==> config.mk <==
export PLATFORM = sky130hd
export DESIGN_NAME = motor_speed_pid_loop_top
export DESIGN_NICKNAME = d
export VERILOG_FILES = /design/src/sv/mspid_pkg.sv /design/src/sv/mspid_cfg.sv /design/src/sv/mspid_mul.sv /design/src/sv/mspid_div.sv /design/src/sv/motor_speed_pid_loop_top.sv
export SDC_FILE = /design/constraint.sdc
export NUM_CORES = 2
export LEC_CHECK = 0
export BUFFER_PORTS_ARGS = -buffer_cell sky130_fd_sc_hd__buf_4
export CAP_MARGIN = 20
export CORE_ASPECT_RATIO = 1.75
export CORE_UTILIZATION = 35
export CTS_CLUSTER_SIZE = 24
export DETAILED_ROUTE_END_ITERATION = 8
export GPL_ROUTABILITY_DRIVEN = 1
export SETUP_SLACK_MARGIN = 0.5
export SLEW_MARGIN = 20
export SYNTH_ARGS = -nofsm -noshare
export SYNTH_HDL_FRONTEND = slang
export SYNTH_SLANG_ARGS = --single-unit
==> constraint.sdc <==
create_clock -name clk -period 10.6 [get_ports clk]
set_input_delay 1.59 -clock clk [delete_from_list [all_inputs] [get_ports clk]]
set_output_delay 1.59 -clock clk [all_outputs]
set_load 0.005 [all_outputs]
==> src/sv/mspid_pkg.sv <==
package mspid_pkg;

    localparam logic [1:0] REQ_EDGE   = 2'd0;
    localparam logic [1:0] REQ_TICK   = 2'd1;
    localparam logic [1:0] REQ_STOP   = 2'd2;
    localparam logic [1:0] REQ_UNUSED = 2'd3;

    localparam logic [2:0] REG_PROP_GAIN  = 3'd0;
    localparam logic [2:0] REG_INTEG_GAIN = 3'd1;
    localparam logic [2:0] REG_DERIV_GAIN = 3'd2;
    localparam logic [2:0] REG_INTEG_LIM  = 3'd3;
    localparam logic [2:0] REG_DRIVE_LIM  = 3'd4;
    localparam logic [2:0] REG_DEADBAND   = 3'd5;

    // 6000 rpm per turn/min times 16 for the Q12.4 result
    localparam logic signed [17:0] SPEED_SCALE = 18'sd96000;
    localparam int FRAC_BITS = 12;

    localparam int MUL_AW = 33;
    localparam int MUL_BW = 18;
    localparam int MUL_PW = MUL_AW + MUL_BW;
    localparam int DIV_NW = 49;
    localparam int DIV_DW = 16;
    localparam int DIV_QW = 28;
    localparam int DIV_CW = 5;

    typedef struct packed {
        logic [15:0] prop_gain;
        logic [15:0] integ_gain;
        logic [15:0] deriv_gain;
        logic [15:0] integ_limit;
        logic [9:0]  drive_limit;
        logic [11:0] error_deadband;
    } cfg_t;

    typedef struct packed {
        logic              start;
        logic [DIV_CW-1:0] iters;
        logic [DIV_NW-1:0] dividend;
        logic [DIV_DW-1:0] divisor;
    } div_req_t;

endpackage

==> src/sv/mspid_cfg.sv <==
module mspid_cfg
    import mspid_pkg::*;
(
    input  logic        clk,
    input  logic        rst_n,
    input  logic        psel,
    input  logic        penable,
    input  logic        pwrite,
    input  logic [4:0]  paddr,
    input  logic [31:0] pwdata,
    output logic [31:0] prdata,
    output logic        pready,
    output cfg_t        cfg
);

    cfg_t       cfg_reg;
    logic [2:0] idx;
    logic       wr;

    assign idx    = paddr[4:2];
    assign wr     = psel && penable && pwrite;
    assign pready = 1'b1;
    assign cfg    = cfg_reg;

    always_ff @(posedge clk or negedge rst_n)
    begin
        if (!rst_n)
        begin
            cfg_reg.prop_gain      <= 16'd614;
            cfg_reg.integ_gain     <= 16'd46;
            cfg_reg.deriv_gain     <= 16'd77;
            cfg_reg.integ_limit    <= 16'd1000;
            cfg_reg.drive_limit    <= 10'd800;
            cfg_reg.error_deadband <= 12'd5;
        end
        else if (wr)
        begin
            case (idx)
                REG_PROP_GAIN:  cfg_reg.prop_gain      <= pwdata[15:0];
                REG_INTEG_GAIN: cfg_reg.integ_gain     <= pwdata[15:0];
                REG_DERIV_GAIN: cfg_reg.deriv_gain     <= pwdata[15:0];
                REG_INTEG_LIM:  cfg_reg.integ_limit    <= pwdata[15:0];
                REG_DRIVE_LIM:  cfg_reg.drive_limit    <= pwdata[9:0];
                REG_DEADBAND:   cfg_reg.error_deadband <= pwdata[11:0];
                default: ;
            endcase
        end
    end

    always_comb
    begin
        case (idx)
            REG_PROP_GAIN:  prdata = {16'd0, cfg_reg.prop_gain};
            REG_INTEG_GAIN: prdata = {16'd0, cfg_reg.integ_gain};
            REG_DERIV_GAIN: prdata = {16'd0, cfg_reg.deriv_gain};
            REG_INTEG_LIM:  prdata = {16'd0, cfg_reg.integ_limit};
            REG_DRIVE_LIM:  prdata = {22'd0, cfg_reg.drive_limit};
            REG_DEADBAND:   prdata = {20'd0, cfg_reg.error_deadband};
            default:        prdata = 32'd0;
        endcase
    end

endmodule

==> src/sv/mspid_mul.sv <==
module mspid_mul
    import mspid_pkg::*;
(
    input  logic                     clk,
    input  logic                     en,
    input  logic signed [MUL_AW-1:0] a,
    input  logic signed [MUL_BW-1:0] b,
    output logic signed [MUL_PW-1:0] prod
);

    logic signed [MUL_PW-1:0] prod_reg;

    assign prod = prod_reg;

    always_ff @(posedge clk)
    begin
        if (en)
        begin
            prod_reg <= a * b;
        end
    end

endmodule

==> src/sv/mspid_div.sv <==
module mspid_div
    import mspid_pkg::*;
(
    input  logic              clk,
    input  logic              rst_n,
    input  div_req_t          req,
    output logic              done,
    output logic [DIV_QW-1:0] quot
);

    // restoring divide, one quotient bit per cycle; needs dividend < divisor << iters
    logic [DIV_NW-1:0]        rem_reg;
    logic [DIV_DW+DIV_QW-2:0] dsh_reg;
    logic [DIV_QW-1:0]        q_reg;
    logic [DIV_CW-1:0]        cnt_reg;
    logic                     busy_reg;
    logic                     done_reg;
    logic [DIV_NW-1:0]        dsh_ext;
    logic                     fits;

    assign dsh_ext = DIV_NW'(dsh_reg);
    assign fits    = rem_reg >= dsh_ext;
    assign done    = done_reg;
    assign quot    = q_reg;

    always_ff @(posedge clk or negedge rst_n)
    begin
        if (!rst_n)
        begin
            busy_reg <= 1'b0;
            done_reg <= 1'b0;
            cnt_reg  <= '0;
        end
        else
        begin
            done_reg <= 1'b0;
            if (req.start)
            begin
                busy_reg <= 1'b1;
                cnt_reg  <= req.iters;
            end
            else if (busy_reg)
            begin
                cnt_reg <= cnt_reg - 1'b1;
                if (cnt_reg == DIV_CW'(1))
                begin
                    busy_reg <= 1'b0;
                    done_reg <= 1'b1;
                end
            end
        end
    end

    always_ff @(posedge clk)
    begin
        if (req.start)
        begin
            rem_reg <= req.dividend;
            dsh_reg <= (DIV_DW+DIV_QW-1)'(req.divisor) << (req.iters - 1'b1);
            q_reg   <= '0;
        end
        else if (busy_reg)
        begin
            if (fits)
            begin
                rem_reg <= rem_reg - dsh_ext;
            end
            q_reg   <= {q_reg[DIV_QW-2:0], fits};
            dsh_reg <= dsh_reg >> 1;
        end
    end

endmodule

==> src/sv/motor_speed_pid_loop_top.sv <==
// Motor speed loop: encoder edge counter, speed measurement, moving
// average and positional PID with dead zone, sign/magnitude drive.
// Input channel (in_valid/in_stall): req_type 0 = encoder edge, 1 = control
// tick with target_speed, 2 = stop; code 3 is dropped. Output channel
// (out_valid/out_stall) carries one word per tick or stop, none per edge.
// An edge stays in idle and the next word is taken the cycle after.
// A tick runs a sequencer over one shared multiplier and one restoring
// divider: speed multiply, raw speed (skipped when it saturates), history,
// average, dead zone, integral with its clamp (28 divider steps when the
// clamp fires), gain terms and output clamp. Divisions by pulses per turn
// and by the tap count use two-pass reciprocal multiplies. A stop clears
// the integral and goes straight to the emit step; in_stall is high while
// a word is in work. The result sits in an output register; the next word
// is accepted while it waits, but a further tick or stop holds in its last
// step until the receiver drops out_stall. Reset clears counters, history,
// integral and previous error and loads the default gains and limits;
// config writes go through the APB port at 4*index with pready tied high.
module motor_speed_pid_loop_top
    import mspid_pkg::*;
#(
    parameter int PULSES_PER_TURN = 1024,
    parameter int AVERAGE_TAPS    = 8
)
(
    input  logic               clk,
    input  logic               rst_n,
    input  logic               in_valid,
    output logic               in_stall,
    input  logic [1:0]         req_type,
    input  logic               encoder_dir,
    input  logic signed [15:0] target_speed,
    output logic               out_valid,
    input  logic               out_stall,
    output logic [9:0]         duty_magnitude,
    output logic               drive_reverse,
    output logic signed [15:0] measured_speed,
    input  logic               psel,
    input  logic               penable,
    input  logic               pwrite,
    input  logic [4:0]         paddr,
    input  logic [31:0]        pwdata,
    output logic [31:0]        prdata,
    output logic               pready
);

    localparam int SUMW = 17 + $clog2(AVERAGE_TAPS);
    localparam logic [47:0] SAT_NUM = 48'(PULSES_PER_TURN) << 16;

    // floor(n / d) = (n * m) >> sh for n < 2^32, m = ceil(2^sh / d)
    localparam int SPD_SH = 32 + $clog2(PULSES_PER_TURN);
    localparam int AVG_SH = 32 + $clog2(AVERAGE_TAPS);
    localparam logic [33:0] SPD_M = 34'(((64'd1 << SPD_SH) + 64'(PULSES_PER_TURN)
                                         - 64'd1) / 64'(PULSES_PER_TURN));
    localparam logic [33:0] AVG_M = 34'(((64'd1 << AVG_SH) + 64'(AVERAGE_TAPS)
                                         - 64'd1) / 64'(AVERAGE_TAPS));

    typedef enum logic [4:0] {
        S_IDLE, S_SPD_MUL, S_SPD_CHK, S_RLO, S_RHI, S_RFIN, S_HIST, S_AVG,
        S_ERR, S_IMUL, S_ICHK, S_IDIV, S_IFIN, S_MP, S_MI, S_MD, S_ACC,
        S_OUT, S_EMIT
    } state_t;

    cfg_t cfg;

    state_t                   state_reg, state_next;
    logic [31:0]              pulse_reg;
    logic [31:0]              prev_cnt_reg;
    logic signed [15:0]       hist_reg [AVERAGE_TAPS];
    logic signed [SUMW-1:0]   sum_reg;
    logic signed [31:0]       integral_reg;
    logic signed [16:0]       prev_err_reg;
    logic signed [15:0]       target_reg;
    logic [31:0]              mag_reg;
    logic                     neg_reg;
    logic signed [15:0]       raw_reg;
    logic signed [15:0]       speed_reg;
    logic signed [16:0]       err_reg;
    logic signed [31:0]       integ_reg;
    logic signed [MUL_PW-1:0] acc_reg;
    logic [9:0]               duty_res_reg;
    logic                     rev_res_reg;
    logic                     out_valid_reg;
    logic [9:0]               duty_reg;
    logic                     rev_reg;
    logic signed [15:0]       meas_reg;
    logic [31:0]              num_reg;
    logic [48:0]              rlo_reg;
    logic                     rsel_reg;

    logic                     in_acc;
    logic                     out_free;
    logic [31:0]              delta;
    logic                     mul_en;
    logic signed [MUL_AW-1:0] mul_a;
    logic signed [MUL_BW-1:0] mul_b;
    logic signed [MUL_PW-1:0] prod;
    div_req_t                 dreq;
    logic                     div_done;
    logic [DIV_QW-1:0]        quot;
    logic [47:0]              prod_u;
    logic [SUMW-1:0]          sum_mag;
    logic signed [16:0]       err_raw;
    logic signed [17:0]       band_s;
    logic signed [32:0]       integ_sum;
    logic signed [31:0]       integ_sat;
    logic signed [MUL_PW-1:0] lim_s;
    logic [27:0]              lim;
    logic signed [17:0]       derr;
    logic signed [MUL_PW-1:0] dlim_s;
    logic signed [22:0]       out_c;
    logic [22:0]              out_mag;
    logic signed [32:0]       q_s33;
    logic                     spd_sat;
    logic [16:0]              m_lo;
    logic [16:0]              m_hi;
    logic [48:0]              rsum;
    logic [16:0]              rq;
    logic signed [16:0]       rq_s;

    mspid_cfg u_cfg (
        .clk     (clk),
        .rst_n   (rst_n),
        .psel    (psel),
        .penable (penable),
        .pwrite  (pwrite),
        .paddr   (paddr),
        .pwdata  (pwdata),
        .prdata  (prdata),
        .pready  (pready),
        .cfg     (cfg)
    );

    mspid_mul u_mul (
        .clk  (clk),
        .en   (mul_en),
        .a    (mul_a),
        .b    (mul_b),
        .prod (prod)
    );

    mspid_div u_div (
        .clk   (clk),
        .rst_n (rst_n),
        .req   (dreq),
        .done  (div_done),
        .quot  (quot)
    );

    assign in_stall       = (state_reg != S_IDLE);
    assign in_acc         = in_valid && !in_stall;
    assign out_free       = !out_valid_reg || !out_stall;
    assign out_valid      = out_valid_reg;
    assign duty_magnitude = duty_reg;
    assign drive_reverse  = rev_reg;
    assign measured_speed = meas_reg;

    assign delta   = pulse_reg - prev_cnt_reg;
    assign prod_u  = prod[47:0];
    assign sum_mag = sum_reg[SUMW-1] ? SUMW'(-sum_reg) : SUMW'(sum_reg);
    assign lim     = {cfg.integ_limit, 12'd0};
    assign lim_s   = MUL_PW'(signed'({1'b0, lim}));
    assign q_s33   = signed'(33'(quot));
    assign spd_sat = (prod_u >= SAT_NUM);

    // reciprocal: low half of m in one pass, high half in the next
    assign m_lo = rsel_reg ? AVG_M[16:0] : SPD_M[16:0];
    assign m_hi = rsel_reg ? AVG_M[33:17] : SPD_M[33:17];
    assign rsum = {1'b0, prod[47:0]} + 49'(rlo_reg[48:17]);
    assign rq   = rsel_reg ? 17'(rsum >> (AVG_SH - 17)) : 17'(rsum >> (SPD_SH - 17));
    assign rq_s = signed'(rq);

    assign err_raw   = 17'(target_reg) - 17'(speed_reg);
    assign band_s    = signed'({6'd0, cfg.error_deadband});
    assign integ_sum = 33'(integral_reg) + 33'(err_reg);
    assign integ_sat = (integ_sum > 33'sh0_7FFF_FFFF) ? 32'sh7FFF_FFFF :
                       (integ_sum < -33'sh0_8000_0000) ? -32'sh8000_0000 :
                       32'(integ_sum);
    assign derr      = 18'(err_reg) - 18'(prev_err_reg);
    assign dlim_s    = MUL_PW'(signed'({1'b0, cfg.drive_limit, 12'd0}));
    assign out_c     = (acc_reg > dlim_s) ? 23'(dlim_s) :
                       (acc_reg < -dlim_s) ? 23'(-dlim_s) : 23'(acc_reg);
    assign out_mag   = out_c[22] ? 23'(-out_c) : 23'(out_c);

    always_comb
    begin
        mul_en = 1'b0;
        mul_a  = '0;
        mul_b  = '0;
        case (state_reg)
            S_SPD_MUL:
            begin
                mul_en = 1'b1;
                mul_a  = signed'({1'b0, mag_reg});
                mul_b  = SPEED_SCALE;
            end
            S_RLO:
            begin
                mul_en = 1'b1;
                mul_a  = signed'({1'b0, num_reg});
                mul_b  = signed'({1'b0, m_lo});
            end
            S_RHI:
            begin
                mul_en = 1'b1;
                mul_a  = signed'({1'b0, num_reg});
                mul_b  = signed'({1'b0, m_hi});
            end
            S_IMUL:
            begin
                mul_en = 1'b1;
                mul_a  = 33'(integ_sat);
                mul_b  = signed'({2'b00, cfg.integ_gain});
            end
            S_MI:
            begin
                mul_en = 1'b1;
                mul_a  = 33'(integ_reg);
                mul_b  = signed'({2'b00, cfg.integ_gain});
            end
            S_MP:
            begin
                mul_en = 1'b1;
                mul_a  = 33'(err_reg);
                mul_b  = signed'({2'b00, cfg.prop_gain});
            end
            S_MD:
            begin
                mul_en = 1'b1;
                mul_a  = 33'(derr);
                mul_b  = signed'({2'b00, cfg.deriv_gain});
            end
            default: ;
        endcase
    end

    always_comb
    begin
        dreq.start    = 1'b0;
        dreq.iters    = DIV_CW'(DIV_QW);
        dreq.dividend = DIV_NW'(lim);
        dreq.divisor  = cfg.integ_gain;
        case (state_reg)
            S_ICHK:
            begin
                dreq.start = (prod > lim_s) || (prod < -lim_s);
            end
            default: ;
        endcase
    end

    always_comb
    begin
        state_next = state_reg;
        case (state_reg)
            S_IDLE:
            begin
                if (in_acc && req_type == REQ_TICK)
                begin
                    state_next = S_SPD_MUL;
                end
                else if (in_acc && req_type == REQ_STOP)
                begin
                    state_next = S_EMIT;
                end
            end
            S_SPD_MUL: state_next = S_SPD_CHK;
            S_SPD_CHK: state_next = spd_sat ? S_HIST : S_RLO;
            S_RLO:     state_next = S_RHI;
            S_RHI:     state_next = S_RFIN;
            S_RFIN:    state_next = rsel_reg ? S_ERR : S_HIST;
            S_HIST:    state_next = S_AVG;
            S_AVG:     state_next = S_RLO;
            S_ERR:     state_next = S_IMUL;
            S_IMUL:    state_next = S_ICHK;
            S_ICHK:    state_next = dreq.start ? S_IDIV : S_IFIN;
            S_IDIV:    state_next = div_done ? S_IFIN : S_IDIV;
            S_IFIN:    state_next = S_MP;
            S_MP:      state_next = S_MI;
            S_MI:      state_next = S_MD;
            S_MD:      state_next = S_ACC;
            S_ACC:     state_next = S_OUT;
            S_OUT:     state_next = S_EMIT;
            S_EMIT:    state_next = out_free ? S_IDLE : S_EMIT;
            default:   state_next = S_IDLE;
        endcase
    end

    always_ff @(posedge clk or negedge rst_n)
    begin
        if (!rst_n)
        begin
            state_reg     <= S_IDLE;
            pulse_reg     <= '0;
            prev_cnt_reg  <= '0;
            sum_reg       <= '0;
            integral_reg  <= '0;
            prev_err_reg  <= '0;
            out_valid_reg <= 1'b0;
            for (int i = 0; i < AVERAGE_TAPS; i++)
            begin
                hist_reg[i] <= '0;
            end
        end
        else
        begin
            state_reg <= state_next;
            if (out_valid_reg && !out_stall)
            begin
                out_valid_reg <= 1'b0;
            end
            case (state_reg)
                S_IDLE:
                begin
                    if (in_acc)
                    begin
                        case (req_type)
                            REQ_EDGE:
                            begin
                                pulse_reg <= encoder_dir ? pulse_reg + 1'b1
                                                         : pulse_reg - 1'b1;
                            end
                            REQ_TICK:
                            begin
                                prev_cnt_reg <= pulse_reg;
                            end
                            REQ_STOP:
                            begin
                                integral_reg <= '0;
                            end
                            default: ;
                        endcase
                    end
                end
                S_HIST:
                begin
                    // running sum tracks the window: add newest, drop oldest
                    sum_reg <= sum_reg + SUMW'(raw_reg)
                             - SUMW'(hist_reg[AVERAGE_TAPS-1]);
                    for (int i = AVERAGE_TAPS - 1; i > 0; i--)
                    begin
                        hist_reg[i] <= hist_reg[i-1];
                    end
                    hist_reg[0] <= raw_reg;
                end
                S_IFIN:
                begin
                    integral_reg <= (target_reg == 16'sd0) ? 32'sd0 : integ_reg;
                end
                S_ACC:
                begin
                    prev_err_reg <= err_reg;
                end
                S_EMIT:
                begin
                    if (out_free)
                    begin
                        out_valid_reg <= 1'b1;
                    end
                end
                default: ;
            endcase
        end
    end

    always_ff @(posedge clk)
    begin
        case (state_reg)
            S_IDLE:
            begin
                target_reg   <= target_speed;
                neg_reg      <= delta[31];
                mag_reg      <= delta[31] ? -delta : delta;
                duty_res_reg <= '0;
                rev_res_reg  <= 1'b0;
                speed_reg    <= '0;
            end
            S_SPD_CHK:
            begin
                num_reg  <= prod_u[31:0];
                rsel_reg <= 1'b0;
                if (spd_sat)
                begin
                    raw_reg <= neg_reg ? -16'sd32768 : 16'sd32767;
                end
            end
            S_RHI:
            begin
                rlo_reg <= prod[48:0];
            end
            S_RFIN:
            begin
                if (rsel_reg)
                begin
                    speed_reg <= neg_reg ? 16'(-rq_s) : 16'(rq);
                end
                else if (!neg_reg)
                begin
                    raw_reg <= (rq > 17'd32767) ? 16'sd32767 : 16'(rq);
                end
                else
                begin
                    raw_reg <= (rq > 17'd32768) ? -16'sd32768 : 16'(-rq_s);
                end
            end
            S_AVG:
            begin
                neg_reg  <= sum_reg[SUMW-1];
                num_reg  <= 32'(sum_mag);
                rsel_reg <= 1'b1;
            end
            S_ERR:
            begin
                if (err_raw < band_s && err_raw > -band_s)
                begin
                    err_reg <= '0;
                end
                else
                begin
                    err_reg <= err_raw;
                end
            end
            S_IMUL:
            begin
                integ_reg <= integ_sat;
            end
            S_ICHK:
            begin
                neg_reg <= prod < -lim_s;
            end
            S_IDIV:
            begin
                integ_reg <= neg_reg ? 32'(-q_s33) : 32'(q_s33);
            end
            S_IFIN:
            begin
                if (target_reg == 16'sd0)
                begin
                    integ_reg <= '0;
                end
            end
            S_MI:   acc_reg <= prod;
            S_MD:   acc_reg <= acc_reg + prod;
            S_ACC:  acc_reg <= acc_reg + prod;
            S_OUT:
            begin
                duty_res_reg <= out_mag[21:12];
                rev_res_reg  <= out_c[22] && (out_mag[21:12] != 10'd0);
            end
            S_EMIT:
            begin
                if (out_free)
                begin
                    duty_reg <= duty_res_reg;
                    rev_reg  <= rev_res_reg;
                    meas_reg <= speed_reg;
                end
            end
            default: ;
        endcase
    end

    assert property (@(posedge clk) disable iff (!rst_n)
        in_acc && req_type == REQ_STOP |=> integral_reg == 32'sd0)
    else $error("stop did not clear the integral");

    assert property (@(posedge clk) disable iff (!rst_n)
        out_valid && drive_reverse |-> duty_magnitude != 10'd0)
    else $error("reverse drive with zero magnitude");

    assert property (@(posedge clk) disable iff (!rst_n)
        in_acc && req_type == REQ_EDGE |=> pulse_reg != $past(pulse_reg))
    else $error("encoder edge did not move the counter");

    assert property (@(posedge clk) disable iff (!rst_n)
        div_done |-> state_reg == S_IDIV)
    else $error("divider finished outside a wait step");

endmodule
# Yosys cells after proc, flatten, opt, wreduce, memory -nomap -nowiden
# Cells that the tools add are included.
[word_totals]
ff_bits = 832
in_bits = 63
out_inout_bits = 62
wordCells = 219
[classes]
addsub = 20
n_mul = 1
order_cmp = 12
eq_ne = 32
n_mux = 60
reduce_logical = 47
[op_table]
columns = ["cell", "count"]
rows = [
  ["32-bit 2-to-1 mux", 7],
  ["33-bit one-hot mux with 6 select lines", 1],
  ["16-bit 2-to-1 mux", 8],
  ["32-bit one-hot mux with 2 select lines", 2],
  ["51-bit less-than comparator", 2],
  ["51-bit one-hot mux with 2 select lines", 1],
  ["16-bit one-hot mux with 6 select lines", 1],
  ["32-bit one-hot mux with 3 select lines", 1],
  ["5-bit one-hot mux with 19 select lines", 1],
  ["43-bit 2-to-1 mux", 2],
  ["17-bit one-hot mux with 5 select lines", 1],
  ["28-bit 2-to-1 mux", 3],
  ["16-bit one-hot mux with 2 select lines", 2],
  ["51-bit adder", 1],
  ["51-bit by 23-bit greater-than comparator with 1-bit output", 1],
  ["51-bit by 29-bit greater-than comparator with 1-bit output", 1],
  ["33-bit by 18-bit multiplier with 51-bit output", 1],
  ["22-bit negation with 51-bit output", 1],
  ["28-bit negation with 51-bit output", 1],
  ["49-bit by 43-bit greater-or-equal comparator with 1-bit output", 1],
  ["49-bit by 43-bit subtractor with 49-bit output", 1],
  ["48-bit by 27-bit greater-or-equal comparator with 1-bit output, second input constant", 1],
  ["23-bit 2-to-1 mux", 2],
  ["42-bit by 32-bit adder with 42-bit output", 1],
  ["59 further kinds", 128],
]

# Logic depth before layout (Yosys ltp)
[logic_depth]
word_depth = 9
ltp_mapped = 44
depth_no_buf = 42

# Hierarchy
# From an unflattened synthesis, not the netlist that was laid out.
[unflattened]
cells_unflattened = 7875
area_unflattened_um2 = 75501.2
[modules_own_cells]
columns = ["module", "instances", "cells_each", "area_each_um2", "seq_area_each_um2"]
rows = [
  ["motor_speed_pid_loop_top", 1, 4249, 40695.3, 15209.6],
  ["mspid_mul", 1, 2357, 21887.2, 1531.5],
  ["mspid_div", 1, 973, 8790.9, 3498.4],
  ["mspid_cfg", 1, 296, 4127.7, 2182.1],
]

# Worst setup path before layout
# Ideal clock, no wire load.
[synth_timing]
path_type = "register -> register"
start = "register state_reg[3]"
end = "register u_mul.prod_reg[0] (netlist: u_mul.prod[0]), enable pin"
setup_time_ns = 0.733
t_arrival_ns = 9.008
required_ns = 9.867
slack_ns = 0.859
stages_incl_launch_ff = 6
path_buffers = 2
period_less_slack_ns = 9.741
path_cell_list = "dfrtp_1 -> clkbuf_1 -> clkbuf_1 -> nand2b_1 -> nor2_1 -> a2111oi_0"
[synth_via]
elab_chain_len = 3
elab_cells_between_ends = 9
classes_between = "eq/ne (7); mux (1); reduce/logical (1)"
[synth_rtl]
columns = ["item", "line", "source"]
rows = [
  ["from (decl)", "motor_speed_pid_loop_top.sv:65", "state_t state_reg, state_next;"],
  ["from (signal assigned)", "motor_speed_pid_loop_top.sv:306", "state_reg <= state_next;"],
  ["5-bit by 3-bit equality test with 1-bit output (tied with other cells)", "motor_speed_pid_loop_top.sv:189", "case (state_reg)"],
  ["7-bit OR reduction (no source line) *", "-", ""],
  ["1-bit 2-to-1 mux *", "motor_speed_pid_loop_top.sv:189", ""],
  ["named net mul_en", "motor_speed_pid_loop_top.sv:93", "logic mul_en;"],
  ["to (signal assigned)", "mspid_mul.sv:19", "prod_reg <= a * b;"],
  ["to (decl)", "mspid_mul.sv:11", "logic signed [MUL_PW-1:0] prod_reg;"],
]
# The timed path passes the listed nets; every way through them passes the cells marked *.
# A chain may end at the register's enable or synchronous reset.

# Worst setup path in the final report
[layout_timing]
start = "register err_reg[1]"
end = "register u_mul.prod_reg[49] (netlist: u_mul.prod[49]), data pin"
[layout_via]
elab_chain_len = 6
elab_cells_between_ends = 8
classes_between = "add/sub (2); mul (1); order compare (2); mux (3)"
[layout_rtl]
columns = ["item", "line", "source"]
rows = [
  ["from (decl)", "motor_speed_pid_loop_top.sv:77", "logic signed [16:0] err_reg;"],
  ["from (signal assigned)", "motor_speed_pid_loop_top.sv:419", "err_reg <= err_raw;"],
  ["32-bit by 17-bit adder with 33-bit output", "motor_speed_pid_loop_top.sv:174", "assign integ_sum = 33'(integral_reg) + 33'(err_reg);"],
  ["33-bit by 32-bit less-than comparator with 1-bit output", "motor_speed_pid_loop_top.sv:176", "(integ_sum < -33'sh0_8000_0000) ? -32'sh8000_0000 :"],
  ["32-bit 2-to-1 mux", "motor_speed_pid_loop_top.sv:176", ""],
  ["32-bit 2-to-1 mux", "motor_speed_pid_loop_top.sv:175", "assign integ_sat = (integ_sum > 33'sh0_7FFF_FFFF) ? 32'sh7FFF_FFFF :"],
  ["33-bit one-hot mux with 6 select lines *", "motor_speed_pid_loop_top.sv:189", ""],
  ["33-bit by 18-bit multiplier with 51-bit output *", "mspid_mul.sv:19", ""],
]
# Every way passes the cells marked *; elsewhere a longest branch is shown, timed or not.

==> metrics.md <==
| Metric | Value |
|---|---|
| Critical path peak fanout | 7 |
| Total number of vias | 57,570 |
| Arrival time of the worst setup path | 10.33 ns |
| Antenna violations before repair | 10 |
| Worst slew pin tran | 1.190 ns |
| Largest net degree at the start of global routing | 152 |
| Overall power | 25,460 uW |
| Vias in the first global route | 58,890 |
| Placed instance area | 76,350 um^2 |
| Die area | 206,500 um^2 |
| DR WL/cell | 23.53 um |
| Largest register FFs | 128 |
| Clk_skew | 0.04110 ns |
| Starting Density | 35.22% |
| Nature of the critical path startpoint | flop |
| Die height | 600.3 um |
| Top post-synthesis cells by area | fa_1 16%, edfxtp_1 15%, dfrtp_1 12% |
| Residual DRC | 0 |
| Fmax | 100.8 MHz |
| Design area | 80,580 um^2 |
| Fill count | 20,130 |
| CTS root buf | clkbuf_16 |
| Post-synth top area share | 15.71% |
| Final #Nets | 8,972 |
| Port Buf Inserts | 89 |
| GRT Residual Overflow | 0 |
| Final std cells w/o fill | 10,550 |
| First-pass GRT wire length | 367,500 um |
| Yosys warnings | 0 |
| FP Rows | 219 |
| Final WL | 248,200 um |
| GRT Util Overall | 23.84% |
| Crit path top cell by count | fa_1 |
| Peak VDD IR | 145.9 uV |
| Top-count cell post-synth | inv_1 |
| Detailed placer's ending HPWL | 197,400 um |
| Synth Flop Type | edfxtp_1 |
| Max_cap viols | 0 |
| Setup crit end kind | flop |
| CTS max path bufs | 3 |
| Clock Pin Slew Worst Setup and Hold Paths | 0.07 ns |
| Critical Setup Path Class | flop to flop |
| Placed cells | 10,320 |
| Syn_area_per_cell | 9.379 um^2 |
| Post-Syn Area | 71,600 um^2 |
| Seq cells post-synth | 815 |
| Worst-Skew Late Latency | 0.70 ns |
| Leading area contributor after synthesis | fa_1 |
| Setup Viol. Count Final | 0 |
| Fin. Hold Viols | 0 |
| Share of layout cells above drive strength 1 | 11.99% |
| Gp weighted congestion | 0.9780 |
| TritonCTS buffer count | 81 |
| CP Data Required Time | 11.01 ns |
| HP Class | flop to flop |
| Die W | 343.9 um |
| Clock sink count | 815 |
| Area delta synth->final | 12.54% |
| H-tree depth | 3 |
| Hold-fix buffers at CTS | 0 |
| Sequential share of the synthesized area | 30.48% |
| Critical path's slowest cell | fa_2 |
| Max incr delay on CP | 0.62 ns |
| Antenna Nets Post-Route | 0 |
| DRT iter0 DRCs | 3,556 |
| Mapped Cells | 7,634 |
| Core Area | 203,300 um^2 |
| Fin. max-slew vios | 0 |
| CP top delay family | adder cells |
| Fin crit share | 93.58% |
| Async SR Flop Fraction | 44.17% |
| Library cells used by synthesis | 110 |
| RSZ-0062 raised after global routing | yes |
| Post-synth EDFFs | 367 |
| Leakage | 0.03690 uW |
| Top cells by count, synth | 951 x inv_1, 875 x nand2_1, 622 x nor2_1, 562 x fa_1, 535 x ha_1 |
| Fin crit period | 9.919 ns |
| Status | finished clean |
| Pwr dens | 315.9 nW/um^2 |
| I/O pin cnt | 125 |
| Pre-Repair DR Iteration Count | 8 |
| WP buf/inv | 7 |
| CTS tree | built |
| Max-slew headroom | 18.62% |
| Vias per inst | 5.458 |
routing by layer:
metal / vias up / track usage, % / part of all wire [%]
met2: 1725 / 42.65 / 51
li1: 26380 / - / -
met3: 746 / 2.750 / 4.2
met5: - / 0 / 0.0048
met4: 2 / 22.40 / 11
met1: 28710 / 23.68 / 33
layout by cell type, fill, tap and decap left out, types with 51 or more instances in the layout:
cell       synthesis  routed
nand2b_1          74      74
nor3_1           125     114
o21ai_0          355     346
nand2_1          875     869
xnor2_1          251     249
nor2_1           622     606
a21o_1           165     164
buf_4             17     363
xor2_1           144     144
dfxtp_1           88      88
nor4_1            51      51
fa_1             562     553
inv_1            951     942
mux2i_1           86      86
dfrtp_1          336     335
a21oi_1          367     344
mux2_2           192     192
o21a_1            57      57
ha_1             535     523
o31ai_1           58      55
nand4_1           59      59
nand3_1           88      87
nor2b_1          101      99
and3_1            79      77
clkbuf_16          0      88
edfxtp_1         367     367
layout make-up:
cell class / count / area [um^2] / share of cell area [%]
multi-input combinational: 5579 / 45920 / 56.99
timing repair buffer: 381 / 3002 / 3.725
clock inverter: 38 / 506.7 / 0.6289
tap: 2652 / 3318 / 4.118
sequential: 815 / 21820 / 27.09
clock buffer: 114 / 2390 / 2.966
antenna: 14 / 35.03 / 0.04348
inverter: 954 / 3581 / 4.444
repair_timing:
action | in CTS | in global routing
endpoints found under the setup margin | 14 | 14
resized for setup | 65 | 97
buffers inserted | 15 | 50
pin swaps | 37 | 100
stage by stage:
| stage | setup TNS (ns) | hold WS, ns | setup WS (ns) | util [%] |
|---|---|---|---|---|
| 2_1_floorplan | 0 | 0.4003 | 0.8587 | - |
| 3_3_place_gp | -0.08504 | 0.4034 | -0.08504 | 37.55 |
| 3_5_place_dp | -0.03244 | 0.4045 | -0.03244 | 37.55 |
| 4_1_cts | 0 | 0.4145 | 0.5033 | 39.18 |
| 5_1_grt | 0 | 0.4266 | 0.3167 | 39.62 |
| 6_report | 0 | 0.4158 | 0.6808 | 39.63 |
worst register-to-register path: cells and delay by family, from the launching register on:
family / cells / cell delay [ns]
adders and majority gates: 8 / 3.88
and+or+nand+nor: 8 / 1.15
DFF: 1 / 0.51
buffers and inverters: 7 / 0.77
AOI/OAI and AO/OA: 14 / 2.84
xor gates and xnor gates: 2 / 0.49
where the power goes:
part	total, uW	switching (uW)	internal, uW
Combinational	15900	9640	6250
Clock	3190	1410	1780
Sequential	6380	1410	4970
cells by family after synthesis:
group,Yosys count,share of synthesized area (%)
AO/OA/AOI/OAI,1518,14.02
XOR/XNOR,396,4.854
adder cells (fa/ha/maj),1099,25.09
buffers and inverters,1257,6.719
flip-flops,815,30.48
multiplexers,283,4.379
other,2,0.01049
AND/OR/NAND/NOR,2264,14.45
path summary, 6_finish.rpt:
check / slack, ns / endpoint / cells after the start / startpoint
max: 0.68 / u_mul.prod[49]$_DFFE_PP_ / 39 / err_reg[1]$_SDFFCE_PP0P_
min: 0.42 / duty_magnitude[9]$_DFFE_PP_ / 0 / duty_res_reg[9]$_SDFFCE_PN0P_
max reg2reg: 0.68 / u_mul.prod[49]$_DFFE_PP_ / 39 / err_reg[1]$_SDFFCE_PP0P_
min reg2reg: 0.42 / duty_magnitude[9]$_DFFE_PP_ / 0 / duty_res_reg[9]$_SDFFCE_PN0P_
max in group asynchronous: 7.51 / u_div.busy_reg$_DFF_PN0_ / 3 / rst_n
min in group asynchronous: 0.84 / hist_reg[65]$_DFFE_PN0P_ / 1 / rst_n
No activity file was read; power rests on OpenSTA's default activity.
